--- src/rtl/qsr_pkg.sv ---
`timescale 1ns / 1ps
`default_nettype none
// ----------------------------------------------------------------------------
// qsr_pkg: shared types and constants
// Word width, arithmetic unit opcodes, request and response bundles and the
// sequencer states of the quadratic share reconstruction block.
// ----------------------------------------------------------------------------
package qsr_pkg;

    localparam int WORD_BITS  = 32;
    localparam int CNT_W      = $clog2(WORD_BITS);
    localparam int S_TDATA_W  = ((6 * WORD_BITS + 7) / 8) * 8;
    localparam int M_TDATA_W  = ((3 * WORD_BITS + 7) / 8) * 8;
    localparam logic [WORD_BITS-1:0] MODULUS_RESET = WORD_BITS'(64'd2147483647);

    typedef logic [WORD_BITS-1:0] word_t;

    typedef enum logic [1:0] {
        OP_ADD,
        OP_SUB,
        OP_MUL,
        OP_DIV
    } alu_op_t;

    typedef struct packed {
        logic    start;
        alu_op_t op;
        word_t   opa;
        word_t   opb;
    } alu_req_t;

    typedef struct packed {
        logic  done;
        word_t res;
        word_t rem;
    } alu_rsp_t;

    typedef enum logic [5:0] {
        ST_IDLE,
        ST_RX1, ST_RY1, ST_RX2, ST_RY2, ST_RX3, ST_RY3,
        ST_SQ1, ST_SQ2, ST_SQ3,
        ST_D1A, ST_D1B, ST_D1R, ST_D2A, ST_D2B, ST_D2R,
        ST_INV_INIT, ST_INV_CHK, ST_INV_DIV, ST_INV_MUL, ST_INV_SUB,
        ST_NINV, ST_K, ST_MKA, ST_FA, ST_MKR, ST_FR,
        ST_A, ST_MB1, ST_MB2, ST_MB3,
        ST_MC1, ST_MC2, ST_MC3, ST_MC4,
        ST_FINISH
    } seq_state_t;

endpackage
`default_nettype wire

--- src/rtl/quadratic_secret_reconstruct.sv ---
`timescale 1ns / 1ps
`default_nettype none
// ----------------------------------------------------------------------------
// quadratic_secret_reconstruct: threshold-3 share reconstruction
// Solves a*x^2 + b*x + c through three shares over GF(field_modulus).
// ----------------------------------------------------------------------------
// One word of three shares goes in, one word with a, b, the secret c and a
// singular flag comes out. The block takes one word at a time: a sequencer
// runs every step through one shared modular unit. Nine reductions and
// squares, then two inverses by extended Euclid (at most about 46 steps each
// at 32 bits) with eight more multiplies around and after them. A finished
// word waits in the output register while the next one is accepted. The
// modulus is sampled when a word is accepted.
module quadratic_secret_reconstruct
    import qsr_pkg::*;
(
    input  wire                  aclk,
    input  wire                  aresetn,
    input  wire                  cfg_wr_en,
    input  wire [WORD_BITS-1:0]  cfg_wr_data,
    input  wire                  s_tvalid,
    output logic                 s_tready,
    // point_x1, point_y1, point_x2, point_y2, point_x3, point_y3
    input  wire [S_TDATA_W-1:0]  s_tdata,
    output logic                 m_tvalid,
    input  wire                  m_tready,
    // coef_square, coef_linear, secret
    output logic [M_TDATA_W-1:0] m_tdata,
    // singular
    output logic [0:0]           m_tuser
);

    localparam int W = WORD_BITS;

    seq_state_t state_reg, state_next;
    logic       wait_reg, wait_next;
    logic       inv_sel_reg, sing_reg;
    logic       m_tvalid_reg;
    word_t      modulus_reg, p_reg;
    logic [M_TDATA_W-1:0] m_tdata_reg;
    logic       m_tuser_reg;

    word_t x1_reg, y1_reg, x2_reg, y2_reg, x3_reg, y3_reg;
    word_t q1_reg, q2_reg, q3_reg;
    word_t d1a_reg, d1b_reg, d1r_reg, d2a_reg, d2b_reg, d2r_reg;
    word_t r0_reg, r1_reg, t0_reg, t1_reg, qt_reg, nr_reg, tmp_reg, tmp2_reg;
    word_t d1binv_reg, ninv_reg, k_reg, fa_reg, fr_reg, finv_reg;
    word_t a_reg, b_reg, c_reg;

    alu_req_t req;
    alu_rsp_t rsp;
    logic     alu_step;
    logic     accept, out_free;

    assign accept   = s_tvalid && s_tready;
    assign out_free = !m_tvalid_reg || m_tready;
    assign s_tready = (state_reg == ST_IDLE);

    qsr_alu u_alu (
        .aclk    (aclk),
        .aresetn (aresetn),
        .modulus (p_reg),
        .req     (req),
        .rsp     (rsp)
    );

    // next state
    always_comb begin
        state_next = state_reg;
        unique case (state_reg)
            ST_IDLE:     if (accept) state_next = (modulus_reg < W'(2)) ? ST_FINISH : ST_RX1;
            ST_RX1:      if (rsp.done) state_next = ST_RY1;
            ST_RY1:      if (rsp.done) state_next = ST_RX2;
            ST_RX2:      if (rsp.done) state_next = ST_RY2;
            ST_RY2:      if (rsp.done) state_next = ST_RX3;
            ST_RX3:      if (rsp.done) state_next = ST_RY3;
            ST_RY3:      if (rsp.done) state_next = ST_SQ1;
            ST_SQ1:      if (rsp.done) state_next = ST_SQ2;
            ST_SQ2:      if (rsp.done) state_next = ST_SQ3;
            ST_SQ3:      if (rsp.done) state_next = ST_D1A;
            ST_D1A:      if (rsp.done) state_next = ST_D1B;
            ST_D1B:      if (rsp.done) state_next = ST_D1R;
            ST_D1R:      if (rsp.done) state_next = ST_D2A;
            ST_D2A:      if (rsp.done) state_next = ST_D2B;
            ST_D2B:      if (rsp.done) state_next = ST_D2R;
            ST_D2R:      if (rsp.done) state_next = ST_INV_INIT;
            ST_INV_INIT: state_next = ST_INV_CHK;
            ST_INV_CHK: begin
                if (r1_reg != '0) begin
                    state_next = ST_INV_DIV;
                end else if (r0_reg != W'(1)) begin
                    state_next = ST_FINISH;
                end else begin
                    state_next = inv_sel_reg ? ST_A : ST_NINV;
                end
            end
            ST_INV_DIV:  if (rsp.done) state_next = ST_INV_MUL;
            ST_INV_MUL:  if (rsp.done) state_next = ST_INV_SUB;
            ST_INV_SUB:  if (rsp.done) state_next = ST_INV_CHK;
            ST_NINV:     if (rsp.done) state_next = ST_K;
            ST_K:        if (rsp.done) state_next = ST_MKA;
            ST_MKA:      if (rsp.done) state_next = ST_FA;
            ST_FA:       if (rsp.done) state_next = ST_MKR;
            ST_MKR:      if (rsp.done) state_next = ST_FR;
            ST_FR:       if (rsp.done) state_next = ST_INV_INIT;
            ST_A:        if (rsp.done) state_next = ST_MB1;
            ST_MB1:      if (rsp.done) state_next = ST_MB2;
            ST_MB2:      if (rsp.done) state_next = ST_MB3;
            ST_MB3:      if (rsp.done) state_next = ST_MC1;
            ST_MC1:      if (rsp.done) state_next = ST_MC2;
            ST_MC2:      if (rsp.done) state_next = ST_MC3;
            ST_MC3:      if (rsp.done) state_next = ST_MC4;
            ST_MC4:      if (rsp.done) state_next = ST_FINISH;
            ST_FINISH:   if (out_free) state_next = ST_IDLE;
            default:     state_next = ST_IDLE;
        endcase
    end

    // unit requests per step; multiply operand a must already be reduced
    always_comb begin
        alu_step = 1'b1;
        req.op   = OP_ADD;
        req.opa  = '0;
        req.opb  = '0;
        unique case (state_reg)
            ST_RX1: begin req.op = OP_MUL; req.opa = W'(1); req.opb = x1_reg; end
            ST_RY1: begin req.op = OP_MUL; req.opa = W'(1); req.opb = y1_reg; end
            ST_RX2: begin req.op = OP_MUL; req.opa = W'(1); req.opb = x2_reg; end
            ST_RY2: begin req.op = OP_MUL; req.opa = W'(1); req.opb = y2_reg; end
            ST_RX3: begin req.op = OP_MUL; req.opa = W'(1); req.opb = x3_reg; end
            ST_RY3: begin req.op = OP_MUL; req.opa = W'(1); req.opb = y3_reg; end
            ST_SQ1: begin req.op = OP_MUL; req.opa = x1_reg; req.opb = x1_reg; end
            ST_SQ2: begin req.op = OP_MUL; req.opa = x2_reg; req.opb = x2_reg; end
            ST_SQ3: begin req.op = OP_MUL; req.opa = x3_reg; req.opb = x3_reg; end
            ST_D1A: begin req.op = OP_SUB; req.opa = q1_reg; req.opb = q2_reg; end
            ST_D1B: begin req.op = OP_SUB; req.opa = x1_reg; req.opb = x2_reg; end
            ST_D1R: begin req.op = OP_SUB; req.opa = y1_reg; req.opb = y2_reg; end
            ST_D2A: begin req.op = OP_SUB; req.opa = q2_reg; req.opb = q3_reg; end
            ST_D2B: begin req.op = OP_SUB; req.opa = x2_reg; req.opb = x3_reg; end
            ST_D2R: begin req.op = OP_SUB; req.opa = y2_reg; req.opb = y3_reg; end
            ST_INV_DIV: begin req.op = OP_DIV; req.opa = r1_reg; req.opb = r0_reg; end
            ST_INV_MUL: begin req.op = OP_MUL; req.opa = t1_reg; req.opb = qt_reg; end
            ST_INV_SUB: begin req.op = OP_SUB; req.opa = t0_reg; req.opb = tmp2_reg; end
            ST_NINV: begin req.op = OP_SUB; req.opa = '0; req.opb = d1binv_reg; end
            ST_K:    begin req.op = OP_MUL; req.opa = d2b_reg; req.opb = ninv_reg; end
            ST_MKA:  begin req.op = OP_MUL; req.opa = k_reg; req.opb = d1a_reg; end
            ST_FA:   begin req.op = OP_ADD; req.opa = d2a_reg; req.opb = tmp_reg; end
            ST_MKR:  begin req.op = OP_MUL; req.opa = k_reg; req.opb = d1r_reg; end
            ST_FR:   begin req.op = OP_ADD; req.opa = d2r_reg; req.opb = tmp_reg; end
            ST_A:    begin req.op = OP_MUL; req.opa = fr_reg; req.opb = finv_reg; end
            ST_MB1:  begin req.op = OP_MUL; req.opa = d1a_reg; req.opb = a_reg; end
            ST_MB2:  begin req.op = OP_SUB; req.opa = d1r_reg; req.opb = tmp_reg; end
            ST_MB3:  begin req.op = OP_MUL; req.opa = tmp_reg; req.opb = d1binv_reg; end
            ST_MC1:  begin req.op = OP_MUL; req.opa = b_reg; req.opb = x1_reg; end
            ST_MC2:  begin req.op = OP_MUL; req.opa = a_reg; req.opb = q1_reg; end
            ST_MC3:  begin req.op = OP_ADD; req.opa = tmp_reg; req.opb = tmp2_reg; end
            ST_MC4:  begin req.op = OP_SUB; req.opa = y1_reg; req.opb = tmp_reg; end
            default: alu_step = 1'b0;
        endcase
        req.start = alu_step && !wait_reg;
    end

    always_comb begin
        wait_next = wait_reg;
        if (req.start) wait_next = 1'b1;
        if (rsp.done)  wait_next = 1'b0;
    end

    always_ff @(posedge aclk) begin
        if (!aresetn) begin
            state_reg    <= ST_IDLE;
            wait_reg     <= 1'b0;
            inv_sel_reg  <= 1'b0;
            sing_reg     <= 1'b0;
            m_tvalid_reg <= 1'b0;
            modulus_reg  <= MODULUS_RESET;
        end else begin
            state_reg <= state_next;
            wait_reg  <= wait_next;
            if (cfg_wr_en) modulus_reg <= cfg_wr_data;
            if (accept) begin
                inv_sel_reg <= 1'b0;
                sing_reg    <= (modulus_reg < W'(2));
            end
            if (state_reg == ST_FR && rsp.done) inv_sel_reg <= 1'b1;
            if (state_reg == ST_INV_CHK && r1_reg == '0 && r0_reg != W'(1)) sing_reg <= 1'b1;
            if (state_reg == ST_FINISH && out_free) begin
                m_tvalid_reg <= 1'b1;
            end else if (m_tready) begin
                m_tvalid_reg <= 1'b0;
            end
        end
    end

    always_ff @(posedge aclk) begin
        if (accept) begin
            p_reg  <= modulus_reg;
            x1_reg <= s_tdata[0*W +: W];
            y1_reg <= s_tdata[1*W +: W];
            x2_reg <= s_tdata[2*W +: W];
            y2_reg <= s_tdata[3*W +: W];
            x3_reg <= s_tdata[4*W +: W];
            y3_reg <= s_tdata[5*W +: W];
        end
        if (state_reg == ST_INV_INIT) begin
            r0_reg <= p_reg;
            r1_reg <= inv_sel_reg ? fa_reg : d1b_reg;
            t0_reg <= '0;
            t1_reg <= W'(1);
        end
        if (state_reg == ST_INV_CHK && r1_reg == '0) begin
            if (inv_sel_reg) finv_reg <= t0_reg;
            else             d1binv_reg <= t0_reg;
        end
        if (rsp.done) begin
            unique case (state_reg)
                ST_RX1: x1_reg <= rsp.res;
                ST_RY1: y1_reg <= rsp.res;
                ST_RX2: x2_reg <= rsp.res;
                ST_RY2: y2_reg <= rsp.res;
                ST_RX3: x3_reg <= rsp.res;
                ST_RY3: y3_reg <= rsp.res;
                ST_SQ1: q1_reg <= rsp.res;
                ST_SQ2: q2_reg <= rsp.res;
                ST_SQ3: q3_reg <= rsp.res;
                ST_D1A: d1a_reg <= rsp.res;
                ST_D1B: d1b_reg <= rsp.res;
                ST_D1R: d1r_reg <= rsp.res;
                ST_D2A: d2a_reg <= rsp.res;
                ST_D2B: d2b_reg <= rsp.res;
                ST_D2R: d2r_reg <= rsp.res;
                ST_INV_DIV: begin
                    qt_reg <= rsp.res;
                    nr_reg <= rsp.rem;
                end
                ST_INV_MUL: tmp2_reg <= rsp.res;
                ST_INV_SUB: begin
                    t0_reg <= t1_reg;
                    t1_reg <= rsp.res;
                    r0_reg <= r1_reg;
                    r1_reg <= nr_reg;
                end
                ST_NINV: ninv_reg <= rsp.res;
                ST_K:    k_reg <= rsp.res;
                ST_MKA:  tmp_reg <= rsp.res;
                ST_FA:   fa_reg <= rsp.res;
                ST_MKR:  tmp_reg <= rsp.res;
                ST_FR:   fr_reg <= rsp.res;
                ST_A:    a_reg <= rsp.res;
                ST_MB1:  tmp_reg <= rsp.res;
                ST_MB2:  tmp_reg <= rsp.res;
                ST_MB3:  b_reg <= rsp.res;
                ST_MC1:  tmp_reg <= rsp.res;
                ST_MC2:  tmp2_reg <= rsp.res;
                ST_MC3:  tmp_reg <= rsp.res;
                ST_MC4:  c_reg <= rsp.res;
                default: ;
            endcase
        end
        if (state_reg == ST_FINISH && out_free) begin
            m_tuser_reg <= sing_reg;
            if (sing_reg) begin
                m_tdata_reg <= '0;
            end else begin
                m_tdata_reg <= M_TDATA_W'({c_reg, b_reg, a_reg});
            end
        end
    end

    assign m_tvalid = m_tvalid_reg;
    assign m_tdata  = m_tdata_reg;
    assign m_tuser  = m_tuser_reg;

    a_done_when_waiting: assert property (@(posedge aclk) disable iff (!aresetn)
        rsp.done |-> wait_reg) else $error("unit result not requested");
    a_singular_zero: assert property (@(posedge aclk) disable iff (!aresetn)
        m_tvalid && m_tuser[0] |-> m_tdata == '0) else $error("singular word not zero");
    a_idle_no_wait: assert property (@(posedge aclk) disable iff (!aresetn)
        state_reg == ST_IDLE |-> !wait_reg) else $error("idle with unit busy");
    a_finish_loads: assert property (@(posedge aclk) disable iff (!aresetn)
        state_reg == ST_FINISH && out_free |=> m_tvalid) else $error("word not delivered");

endmodule
`default_nettype wire

--- src/rtl/qsr_alu.sv ---
`timescale 1ns / 1ps
`default_nettype none
// ----------------------------------------------------------------------------
// qsr_alu: shared modular arithmetic unit
// One modular adder with compare-subtract, used for add and for the
// double-and-add multiply; subtract and the restoring divide use other logic.
// ----------------------------------------------------------------------------
module qsr_alu
    import qsr_pkg::*;
(
    input  wire      aclk,
    input  wire      aresetn,
    input  word_t    modulus,
    input  alu_req_t req,
    output alu_rsp_t rsp
);

    logic             busy_reg, busy_next;
    logic             done_reg, done_next;
    logic             ph_reg, ph_next;
    logic [CNT_W-1:0] cnt_reg, cnt_next;
    alu_op_t          op_reg;
    word_t            a_reg, b_reg, acc_reg;

    logic [WORD_BITS:0] sum_raw, sum_red;
    word_t              add_y, add_out, sub_out;
    logic [WORD_BITS:0] div_sh, div_diff;
    logic               div_ge;

    // shared adder: for multiply doubles acc in phase 0 and adds a in phase 1; for add sums a and b
    always_comb begin
        if (op_reg == OP_MUL && !ph_reg) begin
            add_y = acc_reg;
        end else if (op_reg == OP_MUL) begin
            add_y = a_reg;
        end else begin
            add_y = b_reg;
        end
    end

    always_comb begin
        word_t xa;
        xa = (op_reg == OP_MUL) ? acc_reg : a_reg;
        sum_raw = {1'b0, xa} + {1'b0, add_y};
        sum_red = sum_raw - {1'b0, modulus};
        add_out = (sum_raw >= {1'b0, modulus}) ? sum_red[WORD_BITS-1:0]
                                               : sum_raw[WORD_BITS-1:0];
        sub_out = a_reg - b_reg + ((a_reg < b_reg) ? modulus : '0);
        div_sh   = {acc_reg, b_reg[WORD_BITS-1]};
        div_diff = div_sh - {1'b0, a_reg};
        div_ge   = (div_sh >= {1'b0, a_reg});
    end

    always_comb begin
        busy_next = busy_reg;
        done_next = 1'b0;
        ph_next   = ph_reg;
        cnt_next  = cnt_reg;
        if (req.start && !busy_reg) begin
            busy_next = 1'b1;
            ph_next   = 1'b0;
            cnt_next  = '0;
        end else if (busy_reg) begin
            unique case (op_reg)
                OP_ADD, OP_SUB: begin
                    busy_next = 1'b0;
                    done_next = 1'b1;
                end
                OP_MUL: begin
                    ph_next = !ph_reg;
                    if (ph_reg) begin
                        cnt_next = cnt_reg + 1'b1;
                        if (cnt_reg == CNT_W'(WORD_BITS - 1)) begin
                            busy_next = 1'b0;
                            done_next = 1'b1;
                        end
                    end
                end
                OP_DIV: begin
                    cnt_next = cnt_reg + 1'b1;
                    if (cnt_reg == CNT_W'(WORD_BITS - 1)) begin
                        busy_next = 1'b0;
                        done_next = 1'b1;
                    end
                end
                default: ;
            endcase
        end
    end

    always_ff @(posedge aclk) begin
        if (!aresetn) begin
            busy_reg <= 1'b0;
            done_reg <= 1'b0;
            ph_reg   <= 1'b0;
            cnt_reg  <= '0;
        end else begin
            busy_reg <= busy_next;
            done_reg <= done_next;
            ph_reg   <= ph_next;
            cnt_reg  <= cnt_next;
        end
    end

    always_ff @(posedge aclk) begin
        if (req.start && !busy_reg) begin
            op_reg  <= req.op;
            a_reg   <= req.opa;
            b_reg   <= req.opb;
            acc_reg <= '0;
        end else if (busy_reg) begin
            unique case (op_reg)
                OP_ADD: acc_reg <= add_out;
                OP_SUB: acc_reg <= sub_out;
                OP_MUL: begin
                    if (!ph_reg) begin
                        acc_reg <= add_out;
                    end else begin
                        if (b_reg[WORD_BITS-1]) acc_reg <= add_out;
                        b_reg <= {b_reg[WORD_BITS-2:0], 1'b0};
                    end
                end
                OP_DIV: begin
                    acc_reg <= div_ge ? div_diff[WORD_BITS-1:0] : div_sh[WORD_BITS-1:0];
                    b_reg   <= {b_reg[WORD_BITS-2:0], div_ge};
                end
                default: ;
            endcase
        end
    end

    assign rsp.done = done_reg;
    assign rsp.res  = (op_reg == OP_DIV) ? b_reg : acc_reg;
    assign rsp.rem  = acc_reg;

    a_no_start_busy: assert property (@(posedge aclk) disable iff (!aresetn)
        req.start |-> !busy_reg && !done_reg) else $error("start while busy");
    a_done_after_busy: assert property (@(posedge aclk) disable iff (!aresetn)
        done_reg |-> $past(busy_reg)) else $error("done without work");
    a_done_idle: assert property (@(posedge aclk) disable iff (!aresetn)
        done_reg |-> !busy_reg) else $error("done while busy");

endmodule
`default_nettype wire
--- config.mk ---
export PLATFORM = sky130hd
export DESIGN_NAME = quadratic_secret_reconstruct
export DESIGN_NICKNAME = d
export VERILOG_FILES = /design/src/rtl/qsr_pkg.sv /design/src/rtl/quadratic_secret_reconstruct.sv /design/src/rtl/qsr_alu.sv
export SDC_FILE = /design/constraint.sdc
export NUM_CORES = 2
export LEC_CHECK = 0
export ABC_AREA = 0
export BUFFER_PORTS_ARGS = -buffer_cell sky130_fd_sc_hd__buf_2
export CORE_ASPECT_RATIO = 1.5
export CORE_MARGIN = 3
export CORE_UTILIZATION = 32
export CTS_CLUSTER_SIZE = 40
export DETAILED_ROUTE_END_ITERATION = 16
export GPL_TIMING_DRIVEN = 0
export SYNTH_ARGS = -nofsm -noshare
export SYNTH_HDL_FRONTEND = slang
export SYNTH_HIERARCHICAL = 1
export SYNTH_SLANG_ARGS = --single-unit
export TNS_END_PERCENT = 50
--- constraint.sdc ---
create_clock -name aclk -period 5.8 [get_ports aclk]
set_clock_uncertainty 0.2 [all_clocks]
set_input_delay 1.16 -clock aclk [delete_from_list [all_inputs] [get_ports aclk]]
set_output_delay 1.16 -clock aclk [all_outputs]
set_load 0.005 [all_outputs]
==> results.toml <==
[status]
status = "complete, but fails checks"
failed_checks = "capacitance limit, slew limit, setup timing"

[synthesis]
syn_inst = 6028
synth_top_area_share_pct = 42.4
synth_commonest_cells = "edfxtp_1, nand2_1, dfxtp_1, nor2_1, o21ai_0"
synth_edf_count = 899
async_flop_share_pct = 0
yosysSeqAreaShare_pct = 55.0
yosysMostFrequentCell = "edfxtp_1"
synth_area_leader_cell = "edfxtp_1"
synth_area_per_cell_sq_um = 10.6
synth_area_leaders = "edfxtp_1, dfxtp_1, nand2_1"
synth_seq_cells = 1301
syn_nets = 6452
yosysUniqueCellTypes = 101
synth_area_sq_um = 63700
synth-main-ff-cell = "edfxtp_1"
yosys_warnings = 6

[placed_design]
port_buffers = 326
post-place-ws_ns = -3.13
dp_hpwl_microns = 338000
dpl_cell_area_sq_um = 70900
routabilityCongestion = 1.06

[critical_path]
critPathKind = "reg2reg"
cp-start-kind = "flop"
crit_path_end = "u_alu/acc_reg[31]"
cpPeakStageDelay_ns = 0.51
required_ns = 6.32
r2r-end = "u_alu/acc_reg[31]"
crit_start = "u_alu/a_reg[27]"
end_kind = "flop"
crit_path_frequent_cell = "buf_4"
arrival_ns = 7.03
worstPathMaxFanout = 4
r2r_slack_ns = -0.71
r2r_start = "u_alu/a_reg[27]"
critPathSlowestCell = "edfxtp_1"
r2r_cells = 39

[route]
routed_wl_microns = 453000
vias = 62126
via_per_inst = 6.53
postRouteAntennaNets = 0
route.detailed.drc = 0
wire_per_inst_microns = 47.6
dr.pass1.iters = 8
drt_iter0_drc = 9060

[floorplan]
rows = 199
die_x_microns = 370
initial_core_util_pct = 32.3
die_h_microns = 552
ioPinCount = 328
dieArea_sq_um = 204000
core_area_sq_um = 197000

[grt]
globalRouteOverflowTotal = 0
grt_pass1_vias = 58685
antenna_found_initial = 70
grt_max_degree = 42
grt_pass1_wl_microns = 576000
grt_usage_pct = 42.9

[pwr]
ir_drop_v = 0.000745
power_density_nw_per_um2 = 800
p_leak_nw = 29.7

[clock_network]
cts_hold_buffers = 0
h-tree-depth = 4
clock_path_buffers = 4
clkLatencyLatePin_ns = 0.86
path_clk_slew_ns = 0.06
numCtsBuffers = 150
root_buffer = "clkbuf_16"
clock_sinks = 1301
cts_tree = "yes"

[sta]
max_freq_mhz = 154
grt_setup_unrepaired = "true"
slew_violations = 190
finalSetupViolCount = 60
hold_viol = 0
tightest_slew_ns = 1.65
fin_crit_sh_pct = 112
max_slew_margin_pct = -9.89
post-route-min-period_ns = 6.51
setup_slack_ns = -0.714

[cells_and_area]
fillCellCount = 19234
design_area_sq_um = 78100
largest_register_ffs = 96
final_layout_size_suffix_gt1_share_pct = 18.4
nets = 7143
area_delta_synth_final_pct = 22.6

[run]
maxCapViolations = 21

[min_path]
worst_hold_path_type = "reg2reg"
## cell families (layout without fill, tap and decap cells)
family	after synthesis	in the layout	synth area share (%)
XOR/XNOR	108	108	1.49
buffers and inverters	608	1411	4.07
multiplexers	185	185	2.98
flip-flops	1301	1301	55.0
other	0	69	0
AO/OA/AOI/OAI	1483	1483	16.0
adder cells (fa/ha/maj)	195	195	4.23
AND/OR/NAND/NOR	2148	2149	16.2
## layer usage
metal | part of all wire (%) | vias up | GRT usage (%)
met5 | 0.030 | - | 0.0237
met4 | 11 | 18 | 40.6
met3 | 9.5 | 1691 | 11.7
met2 | 45 | 4976 | 66.0
met1 | 34 | 31310 | 47.5
li1 | - | 24131 | -
## worst min path at each step
| stage | cells after the start | endpoint | start |
|---|---|---|---|
| floorplan | 0 | p_reg[0] | modulus_reg[0] |
| global placement | 0 | p_reg[0] | modulus_reg[0] |
| detailed placement | 2 | r1_reg[11] | nr_reg[11] |
| CTS | 0 | p_reg[0] | modulus_reg[0] |
| global route | 0 | p_reg[0] | modulus_reg[0] |
| finish | 0 | p_reg[0] | modulus_reg[0] |
## power breakdown
part	internal (mW)	total (mW)	switching, mW
Combinational	13.8	37.3	23.5
Sequential	12.3	15.4	3.05
Clock	5.47	9.73	4.26
## through the flow
step / setup TNS [ns] / hold slack (ns) / power (mW) / std cells / utilization [%]
2_1_floorplan: -0.703 / 0.208 / 31.3 / 6028 / -
3_3_place_gp: -2118.31 / 0.238 / 44.3 / 8967 / 34.8
3_5_place_dp: -93.70 / 0.230 / 45.2 / 9058 / 36.0
4_1_cts: -18.05 / 0.253 / 58.9 / 9418 / 39.2
5_1_grt: -21.80 / 0.264 / 64.0 / 9454 / 39.6
6_report: -21.15 / 0.243 / 62.4 / 9514 / 39.6
## layout make-up
type | count | area, sq um | area share (%)
multi-input cells | 4120 | 27500 | 35.3
clock buffers | 205 | 4130 | 5.30
plain buffers | 410 | 2130 | 2.73
diodes | 69 | 173 | 0.221
repair buffers | 538 | 4410 | 5.65
inverters | 198 | 746 | 0.955
well taps | 2613 | 3270 | 4.19
clock inverters | 60 | 628 | 0.805
flip-flops and latches | 1301 | 35000 | 44.9
## layout by cell type, fill, tap and decap left out, drive strengths merged, types with 173 or more instances in the layout
cell type  count
a21oi        173
and3         226
o21ai        329
clkbuf       453
a31oi        228
nand2        876
edfxtp       899
nand3        255
dfxtp        402
nor2         335
inv          210
a22oi        214
buf          699
## worst max-delay path: cells and delay by family (launching register included)
| family | cells | cell delay, ns |
|---|---|---|
| simple gates | 2 | 0.40 |
| xor+xnor | 1 | 0.16 |
| flops | 1 | 0.51 |
| compound gates | 4 | 0.70 |
| buf+inv | 30 | 3.80 |
| fa+ha+maj | 1 | 0.39 |
| mux | 1 | 0.24 |
## what timing repair did
action / CTS / global route
resized for setup: 180 / 87
gates cloned: 4 / 1
setup buffers: 91 / 26
pin swaps: 72 / 53
endpoints found under the hold margin: 0 / 0
setup endpoints to repair: 50 / 32
Power figures use the tool's default switching activity.
